==> config.mk <==
export PLATFORM = sky130hd
export DESIGN_NAME = run_value_bit_packer
export DESIGN_NICKNAME = d
export VERILOG_FILES = /design/src/hw/rtl/rvbp_pkg.sv /design/src/hw/rtl/rvbp_front.sv /design/src/hw/rtl/rvbp_queue.sv /design/src/hw/rtl/rvbp_back.sv /design/src/hw/rtl/run_value_bit_packer.sv
export SDC_FILE = /design/constraint.sdc
export NUM_CORES = 1
export LEC_CHECK = 0
export ABC_CLOCK_PERIOD_IN_PS = 3320
export BUFFER_PORTS_ARGS = -buffer_cell sky130_fd_sc_hd__clkbuf_2
export CAP_MARGIN = 40
export CORE_MARGIN = 8
export CORE_UTILIZATION = 35
export CTS_BUF_LIST = sky130_fd_sc_hd__clkbuf_2 sky130_fd_sc_hd__clkbuf_4 sky130_fd_sc_hd__clkbuf_8
export DETAILED_ROUTE_END_ITERATION = 10
export PLACE_DENSITY = 0.62
export REMOVE_ABC_BUFFERS = 1
export SLEW_MARGIN = 20
export SYNTH_ARGS = -nofsm -noshare
export SYNTH_HDL_FRONTEND = slang
export SYNTH_SLANG_ARGS = --single-unit
==> constraint.sdc <==
create_clock -name clk -period 3.32 [get_ports clk]
set_input_delay 0.664 -clock clk [delete_from_list [all_inputs] [get_ports clk]]
set_output_delay 0.664 -clock clk [all_outputs]
set_load 0.005 [all_outputs]
==> src/hw/rtl/rvbp_pkg.sv <==
// ----------------------------------------------------------------------------
// rvbp_pkg
// Shared types and constants for the run/value bit packer.
// ----------------------------------------------------------------------------
package rvbp_pkg;

	localparam int unsigned COEFF_W      = 12;
	localparam int unsigned RUN_W        = 6;
	localparam int unsigned VALUE_MAX_W  = 16;
	localparam int unsigned RUN_MAX_W    = 8;
	localparam int unsigned BYTE_W       = 8;
	localparam int unsigned WORD_W       = 32;
	localparam int unsigned CNT_W        = 3;
	localparam int unsigned DEF_VALUE_W  = 12;
	localparam int unsigned DEF_RUN_W    = 6;
	localparam logic [RUN_W-1:0] END_CODE = 6'd63;

	// one packed job: up to four bytes, left-aligned
	typedef struct packed {
		logic [WORD_W-1:0] word;
		logic [CNT_W-1:0]  count;
		logic              blk_end;
	} job_t;

endpackage

==> src/hw/rtl/rvbp_front.sv <==
// ----------------------------------------------------------------------------
// rvbp_front
// Accepts value/run pairs, merges them with the pending bits and forms one
// job per request that yields bytes. Holds the bit offset and partial byte.
// ----------------------------------------------------------------------------
module rvbp_front #(
	parameter int unsigned VALUE_WIDTH = rvbp_pkg::DEF_VALUE_W,
	parameter int unsigned RUN_WIDTH   = rvbp_pkg::DEF_RUN_W
) (
	input  logic                                clk,
	input  logic                                arst_n,
	input  logic                                item_valid,
	output logic                                item_stall,
	input  logic signed [rvbp_pkg::COEFF_W-1:0] coeff_value,
	input  logic [rvbp_pkg::RUN_W-1:0]          run_length,
	input  logic                                q_full,
	output logic                                push,
	output rvbp_pkg::job_t                      push_job
);
	import rvbp_pkg::*;

	localparam int unsigned PW = VALUE_WIDTH + RUN_WIDTH;

	logic [2:0]               off_q;
	logic [BYTE_W-1:0]        partial_q;
	logic [VALUE_MAX_W-1:0]   value_ext;
	logic [RUN_MAX_W-1:0]     run_ext;
	logic [PW-1:0]            payload;
	logic [WORD_W-1:0]        pl_word;
	logic [WORD_W-1:0]        word;
	logic [WORD_W-1:0]        shifted;
	logic [4:0]               total;
	logic [1:0]               nfull;
	logic [2:0]               rem;
	logic                     end_code;
	logic [CNT_W-1:0]         cnt;
	logic                     accept;

	always_comb begin
		value_ext = {{(VALUE_MAX_W-COEFF_W){coeff_value[COEFF_W-1]}}, coeff_value};
		run_ext   = {{(RUN_MAX_W-RUN_W){1'b0}}, run_length};
		payload   = {value_ext[VALUE_WIDTH-1:0], run_ext[RUN_WIDTH-1:0]};
		pl_word   = {payload, {(WORD_W-PW){1'b0}}};
		word      = {partial_q, {(WORD_W-BYTE_W){1'b0}}} | (pl_word >> off_q);
		total     = {2'b00, off_q} + 5'(PW);
		nfull     = total[4:3];
		rem       = total[2:0];
		end_code  = (run_length == END_CODE);
		cnt       = {1'b0, nfull} + {2'b00, (end_code && (rem != 3'd0))};
		shifted   = word << {nfull, 3'b000};
	end

	assign item_stall       = q_full;
	assign accept           = item_valid && !q_full;
	assign push             = accept && (cnt != '0);
	assign push_job.word    = word;
	assign push_job.count   = cnt;
	assign push_job.blk_end = end_code;

	always_ff @(posedge clk or negedge arst_n) begin
		if (!arst_n) begin
			off_q     <= '0;
			partial_q <= '0;
		end else if (accept) begin
			if (end_code) begin
				off_q     <= '0;
				partial_q <= '0;
			end else begin
				off_q     <= rem;
				partial_q <= shifted[WORD_W-1 -: BYTE_W];
			end
		end
	end

endmodule

==> src/hw/rtl/rvbp_queue.sv <==
// ----------------------------------------------------------------------------
// rvbp_queue
// Two-entry job queue between the front and back parts.
// ----------------------------------------------------------------------------
module rvbp_queue (
	input  logic           clk,
	input  logic           arst_n,
	input  logic           push,
	input  rvbp_pkg::job_t push_job,
	output logic           full,
	output logic           head_valid,
	output rvbp_pkg::job_t head_job,
	input  logic           pop
);
	import rvbp_pkg::*;

	job_t       mem_q [2];
	logic       wr_ptr_q;
	logic       rd_ptr_q;
	logic [1:0] fill_q;

	assign full       = (fill_q == 2'd2);
	assign head_valid = (fill_q != 2'd0);
	assign head_job   = mem_q[rd_ptr_q];

	always_ff @(posedge clk) begin
		if (push) begin
			mem_q[wr_ptr_q] <= push_job;
		end
	end

	always_ff @(posedge clk or negedge arst_n) begin
		if (!arst_n) begin
			wr_ptr_q <= 1'b0;
			rd_ptr_q <= 1'b0;
			fill_q   <= '0;
		end else begin
			if (push) begin
				wr_ptr_q <= !wr_ptr_q;
			end
			if (pop) begin
				rd_ptr_q <= !rd_ptr_q;
			end
			case ({push, pop})
				2'b10:   fill_q <= fill_q + 2'd1;
				2'b01:   fill_q <= fill_q - 2'd1;
				default: fill_q <= fill_q;
			endcase
		end
	end

endmodule

==> src/hw/rtl/rvbp_back.sv <==
// ----------------------------------------------------------------------------
// rvbp_back
// Takes jobs from the queue and sends their bytes out one per cycle, unless
// byte_stall holds the output, through a registered output stage.
// ----------------------------------------------------------------------------
module rvbp_back (
	input  logic                        clk,
	input  logic                        arst_n,
	input  logic                        head_valid,
	input  rvbp_pkg::job_t              head_job,
	output logic                        pop,
	output logic                        byte_valid,
	input  logic                        byte_stall,
	output logic [rvbp_pkg::BYTE_W-1:0] out_byte_val,
	output logic                        last,
	output logic                        block_end
);
	import rvbp_pkg::*;

	logic [WORD_W-1:0] word_q;
	logic [CNT_W-1:0]  left_q;
	logic              end_q;
	logic              valid_q;
	logic [BYTE_W-1:0] byte_q;
	logic              last_q;
	logic              blk_end_q;
	logic              emit;
	logic              final_byte;

	assign final_byte = (left_q == CNT_W'(1));
	assign emit       = (left_q != '0) && (!valid_q || !byte_stall);
	assign pop        = head_valid && ((left_q == '0) || (final_byte && emit));

	always_ff @(posedge clk) begin
		if (pop) begin
			word_q <= head_job.word;
			end_q  <= head_job.blk_end;
		end else if (emit) begin
			word_q <= word_q << BYTE_W;
		end
		if (emit) begin
			byte_q    <= word_q[WORD_W-1 -: BYTE_W];
			last_q    <= final_byte;
			blk_end_q <= final_byte && end_q;
		end
	end

	always_ff @(posedge clk or negedge arst_n) begin
		if (!arst_n) begin
			left_q  <= '0;
			valid_q <= 1'b0;
		end else begin
			if (pop) begin
				left_q <= head_job.count;
			end else if (emit) begin
				left_q <= left_q - CNT_W'(1);
			end
			if (emit) begin
				valid_q <= 1'b1;
			end else if (!byte_stall) begin
				valid_q <= 1'b0;
			end
		end
	end

	assign byte_valid   = valid_q;
	assign out_byte_val = byte_q;
	assign last         = last_q;
	assign block_end    = blk_end_q;

endmodule

==> src/hw/rtl/run_value_bit_packer.sv <==
// ----------------------------------------------------------------------------
// run_value_bit_packer
// Packs value and run-length pairs msb first into a byte stream.
// ----------------------------------------------------------------------------
// Each request appends VALUE_WIDTH value bits and RUN_WIDTH run bits to the
// stream; bytes leave on the output as they fill, one byte per cycle while
// byte_stall is low. A run length of 63 closes the block, flushing any
// partial byte zero-padded. The front takes one request per cycle while the
// two-entry job queue has room; the back drains one byte per cycle when
// not stalled, and a request yields zero to four bytes. Byte output is the
// rate limiting port.
// ----------------------------------------------------------------------------
module run_value_bit_packer #(
	parameter int unsigned VALUE_WIDTH = rvbp_pkg::DEF_VALUE_W,
	parameter int unsigned RUN_WIDTH   = rvbp_pkg::DEF_RUN_W
) (
	input  logic                                clk,
	input  logic                                arst_n,
	input  logic                                item_valid,
	output logic                                item_stall,
	input  logic signed [rvbp_pkg::COEFF_W-1:0] coeff_value,
	input  logic [rvbp_pkg::RUN_W-1:0]          run_length,
	output logic                                byte_valid,
	input  logic                                byte_stall,
	output logic [rvbp_pkg::BYTE_W-1:0]         out_byte_val,
	output logic                                last,
	output logic                                block_end
);
	import rvbp_pkg::*;

	logic q_full;
	logic push;
	job_t push_job;
	logic head_valid;
	job_t head_job;
	logic pop;

	rvbp_front #(
		.VALUE_WIDTH(VALUE_WIDTH),
		.RUN_WIDTH  (RUN_WIDTH)
	) u_front (
		.clk        (clk),
		.arst_n     (arst_n),
		.item_valid (item_valid),
		.item_stall (item_stall),
		.coeff_value(coeff_value),
		.run_length (run_length),
		.q_full     (q_full),
		.push       (push),
		.push_job   (push_job)
	);

	rvbp_queue u_queue (
		.clk       (clk),
		.arst_n    (arst_n),
		.push      (push),
		.push_job  (push_job),
		.full      (q_full),
		.head_valid(head_valid),
		.head_job  (head_job),
		.pop       (pop)
	);

	rvbp_back u_back (
		.clk         (clk),
		.arst_n      (arst_n),
		.head_valid  (head_valid),
		.head_job    (head_job),
		.pop         (pop),
		.byte_valid  (byte_valid),
		.byte_stall  (byte_stall),
		.out_byte_val(out_byte_val),
		.last        (last),
		.block_end   (block_end)
	);

endmodule
-- Yosys cells after proc, flatten, opt, wreduce, memory -nomap -nowiden
Memory sizes are Yosys's and may differ from the RTL's.
Index checks and enable logic that the tools add are counted.
- bits in registers: 62
- bits in writable memories: 72
- bits of input ports: 22
- output and inout bits: 12
- logic and storage cells: 59
- memories: 1
- $add $sub $neg: 5
- equal/unequal tests: 6
- shift operators: 2
- muxes and demuxes: 11
- bitwise logic cells: 1
- reductions and logical operators: 21
- memory list (memory ; words ; bits a word ; read ports ; clocked after memory_dff ; write ports ; line ; RTL):
    u_queue.mem_q ; 2 ; 36 ; 1 ; 0 ; 1 ; rvbp_queue.sv:17 ; job_t mem_q [2];
- operators with widths (cell ; number):
    $mux W32 ; 2
    $or A32 B32 Y32 ; 1
    $shl A32 B5 Y32 ; 1
    $shr A32 B3 Y32 ; 1
    $mux W3 ; 3
    $reduce_bool A3 Y1 ; 3
    $mux W8 ; 1
    $logic_and A1 B1 Y1 ; 7
    $eq A6 B6 Y1 const B ; 1
    $reduce_bool A2 Y1 ; 3
    $add A3 B5 Y5 const B ; 1
    $logic_not A1 Y1 ; 5
    $eq A2 B2 Y1 const B ; 2
    $mux W1 ; 4
    $pmux W2 S2 ; 1
    $add A2 B1 Y3 ; 1
    $eq A3 B1 Y1 const B ; 1
    $logic_not A3 Y1 ; 1
    $sub A3 B1 Y3 const B ; 1
    $add A2 B1 Y2 const B ; 1
    $eq A2 B1 Y1 const B ; 1
    $logic_or A1 B1 Y1 ; 2
    $ne A2 B1 Y1 const B ; 1
    $sub A2 B1 Y2 const B ; 1

-- Logic depth before layout (Yosys ltp)
- word-level depth: 8
- gate-level depth with buffers: 10
- depth with buffers taken out: 9

-- Hierarchy
A second synthesis with hierarchy kept.
- cells, all modules: 355
- area, all modules: 5923.2 µm²
- by module, submodules not included (module ; times used ; cells an instance ; area each (µm²) ; sequential area each (µm²)):
    rvbp_queue ; 1 ; 128 ; 2934.1 ; 2262.2
    rvbp_back ; 1 ; 113 ; 1961.9 ; 1391.3
    rvbp_front ; 1 ; 114 ; 1027.2 ; 250.2

-- Worst setup path after synthesis
No wires, ideal clock.
- kind: input port to flip-flop
- start point: in byte_stall
- end point: reg u_back.word_q[10] (enable)
- setup time: 0.442 ns
- arrival: 2.703 ns
- required time: 2.878 ns
- path slack: 0.175 ns
- stages: 2
- buffers on the path: 0
- path through: and2_0 o21ai_0
- word-level cells in the longest chain between the ends: 7
- RTL lines (item ; line ; RTL):
    start: declaration ; run_value_bit_packer.sv:24 ; input logic byte_stall,
    $logic_not A1 Y1 (*) ; rvbp_back.sv:31 ; assign emit = (left_q != '0) && (!valid_q || !byte_stall);
    $logic_or A1 B1 Y1 (*) ; rvbp_back.sv:31 ;
    $logic_and A1 B1 Y1 (*) ; rvbp_back.sv:31 ;
    $logic_and A1 B1 Y1 ; rvbp_back.sv:32 ; assign pop = head_valid && ((left_q == '0) || (final_byte && emit));
    $logic_or A1 B1 Y1 ; rvbp_back.sv:32 ;
    $logic_and A1 B1 Y1 ; rvbp_back.sv:32 ;
    $reduce_bool A2 Y1 (no source line) (*) ; n/a ;
    end signal: assignment ; rvbp_back.sv:36 ; word_q <= head_job.word;
    end signal: assignment ; rvbp_back.sv:39 ; word_q <= word_q << BYTE_W;
    end: declaration ; rvbp_back.sv:20 ; logic [WORD_W-1:0] word_q;
Every way passes the cells marked *; elsewhere a longest branch is shown, timed or not.
A chain may end at the register's enable or synchronous reset.

-- Worst setup path after layout
- start point: reg u_queue.fill_q[0]
- end point: out item_stall
- word-level cells in the longest chain between the ends: 1
- RTL lines (item ; line ; RTL):
    start: declaration ; rvbp_queue.sv:20 ; logic [1:0] fill_q;
    start signal: assignment ; rvbp_queue.sv:45 ; 2'b10: fill_q <= fill_q + 2'd1;
    start signal: assignment ; rvbp_queue.sv:46 ; 2'b01: fill_q <= fill_q - 2'd1;
    start signal: assignment ; rvbp_queue.sv:47 ; default: fill_q <= fill_q;
    $eq A2 B2 Y1 ; rvbp_queue.sv:22 ; assign full = (fill_q == 2'd2);
    end: declaration ; run_value_bit_packer.sv:20 ; output logic item_stall,
Every way passes these cells.

==> flow_summary.ini <==
[placement]
place_area_um2 = 5250
dpl.hpwl_mm = 6.30
io_buffers = 33
gp_congestion = 0.771
placedCellCount = 517

[final_layout]
utilization = 0.395
fin_area_um2 = 5410
multi_input_area_um2 = 1460
ff_latch_area_um2 = 3270
nets = 376
layout-drive-gt1-share = 0.304
final.fill_count = 1278
num_antenna_cells = 0
final-instance-count-excl-fill = 532
syn2layout_area_growth_pct = 11.3

[pwr]
peakVddDrop_uv = 278
power.leakage_nw = 2.05
power_density_nw_per_um2 = 939
power_mw = 5.08

[logic_synthesis]
yosysWarnings = 0
synthArstFlopShare = 0.161
syn_avg_cell_area_um2 = 15.9
yosys_most_used_dff = edfxtp_1
synth.top_cell.area_share = 0.580
ys_types = 43
yosysMostFrequentCell = edfxtp_1
synth_largest_area_cell = edfxtp_1
synthCells = 306
syn_area_um2 = 4860
synth_commonest_cells = 94 x edfxtp_1, 31 x mux2_2, 23 x mux2i_1
ys_seq_elements = 112
yosysSeqAreaShare = 0.673
synth_edf_count = 94
yosys-top-cells-area = edfxtp_1 58%, dfrtp_1 9.3%, mux2_2 7.2%

[route]
avgViaCountPerCell = 4.95
post-route-drc-count = 0
drt-pass1-iter-count = 4
ant_nets = 0
drt-initial-drc-count = 245
wire_per_inst_um = 17.2
wl_mm = 9.16
dr_total_vias = 2632

[timing]
clock-skew-final_ns = 0.0123
slew-limit-headroom = 0.595
fin_crit_sh = 0.648
tightest_slew_ns = 0.606
rsz0062_at_grt = false
drv_slew = 0
finalSetupViolations = 0
clock.fmax_ghz = 0.465
finalSetupTns_ns = 0
hold_viol = 0
period_needed_ns = 2.15

[grt]
grt_pass1_wl_mm = 14.7
grt.total_usage = 0.106
antenna_found_initial = 0
grt_pass1_vias = 2770
grt_overflow_total = 0
grt_max_degree = 31

[clock_tree]
insertion_delay_ns = 0.38
cts-root-buf = clkbuf_8
cts_tree = built
clock_sinks = 112
clkSlewWorstSetupHoldPaths_ns = 0.09
htreeDepth = 3
ctsResizeCount = 0
postCtsSetupRepairBufs = 0
cts_buffer_depth = 2
numCtsBuffers = 9
cts_hold_buf = 0

[worst_setup_path]
critPathMaxFanout = 8
start_kind = flip-flop
ff2ff_path_depth = 8
required_ns = 2.66
r2r_end = u_queue.fill_q[1]
critPathKind = flip-flop to output port
reg2reg_slack_ns = 1.29
r2r-start = u_back.left_q[1]
arrival_ns = 1.49
critical_path.endpoint_type = output port

[run]
drv_cap = 0

[hold_path]
hold_path_class = input pin to asynchronous set/reset pin

[outcome]
outcome = finished clean

[floorplanning]
die_area_um2 = 17900
die_height_um = 134
start_util = 0.354
core-area_um2 = 13700
rows = 43
pin_count = 34
die_w_um = 134
## cell type report
type,instances,area share
sequential,112,0.605
inverter,13,0.0104
multi-input combinational,170,0.270
tap,180,0.0416
clock inverter,5,0.00647
timing repair buffer,42,0.0430
clock buffer,10,0.0243
## layer usage
metal  part of all wire  track usage  vias to the layer above  wire length (µm)
met1               0.42        0.120                     1340              3850
met5                  0            0                        -                 0
met2               0.53        0.188                       42              4860
met3              0.029       0.0176                       12               265
li1                   -            -                     1238                 -
met4              0.020       0.0524                        0               187
## registers in the layout, indices dropped and copies added (netlist names), 2 cells and up
name and count:
u_front.off_q 2, u_back.out_byte_val 8, u_queue.mem_q 58, u_front.partial_q 8, u_back.left_q 3, u_back.word_q 25, u_queue.fill_q 2
## layout by cell type, fill, tap and decap left out, types with 5 or more instances in the layout
cell      synthesis  layout
edfxtp_1         94      94
nor2b_1           5       5
clkbuf_8          0       9
clkbuf_2          0      33
inv_1            12      12
o21ai_0          13      12
buf_4             2       9
mux2i_1          23      23
nor2_1           18      17
mux2_2           31      31
ha_1              6       6
dfrtp_1          18      18
mux2_4            8       8
nand2_1           6       6
## metrics by stage
stage	worst slack (ns)	hold slack (ns)
after floorplan	0.175	0.368
after CTS	1.15	0.233
after detailed placement	1.14	0.406
after global placement	1.18	0.401
final	1.17	0.232
after global routing	1.10	0.262
## worst max-delay path by stage
stage | to | cells after the start | startpoint | slack (ns)
after floorplan | u_back.word_q[10] | 2 | byte_stall | 0.17
after global placement | u_queue.fill_q[1] | 7 | byte_stall | 1.18
after detailed placement | u_queue.fill_q[1] | 7 | byte_stall | 1.14
after CTS | item_stall | 3 | u_queue.fill_q[0] | 1.15
after global routing | item_stall | 3 | u_queue.fill_q[0] | 1.10
final | item_stall | 3 | u_queue.fill_q[0] | 1.17
## logic make-up after synthesis
group           after synthesis  share of synthesized area
flops                       112                      0.673
simple gates                 44                     0.0435
mux                          66                      0.162
compound gates               47                     0.0669
other cells                   1                   0.000771
buf+inv                      25                     0.0291
xor+xnor                      5                    0.00900
fa+ha+maj                     6                     0.0154
## worst max-delay path, stage by stage (launching register included)
cell and delay (ns):
dfrtp_1 0.44, nand2b_2 0.27, inv_1 0.24, clkbuf_2 0.17
## where the power goes
| group | internal, mW | total [mW] | switching, mW |
|---|---|---|---|
| Combinational | 0.830 | 1.82 | 0.990 |
| Clock | 0.278 | 0.717 | 0.439 |
| Sequential | 2.31 | 2.55 | 0.231 |
(Power assumes the default switching activity.)
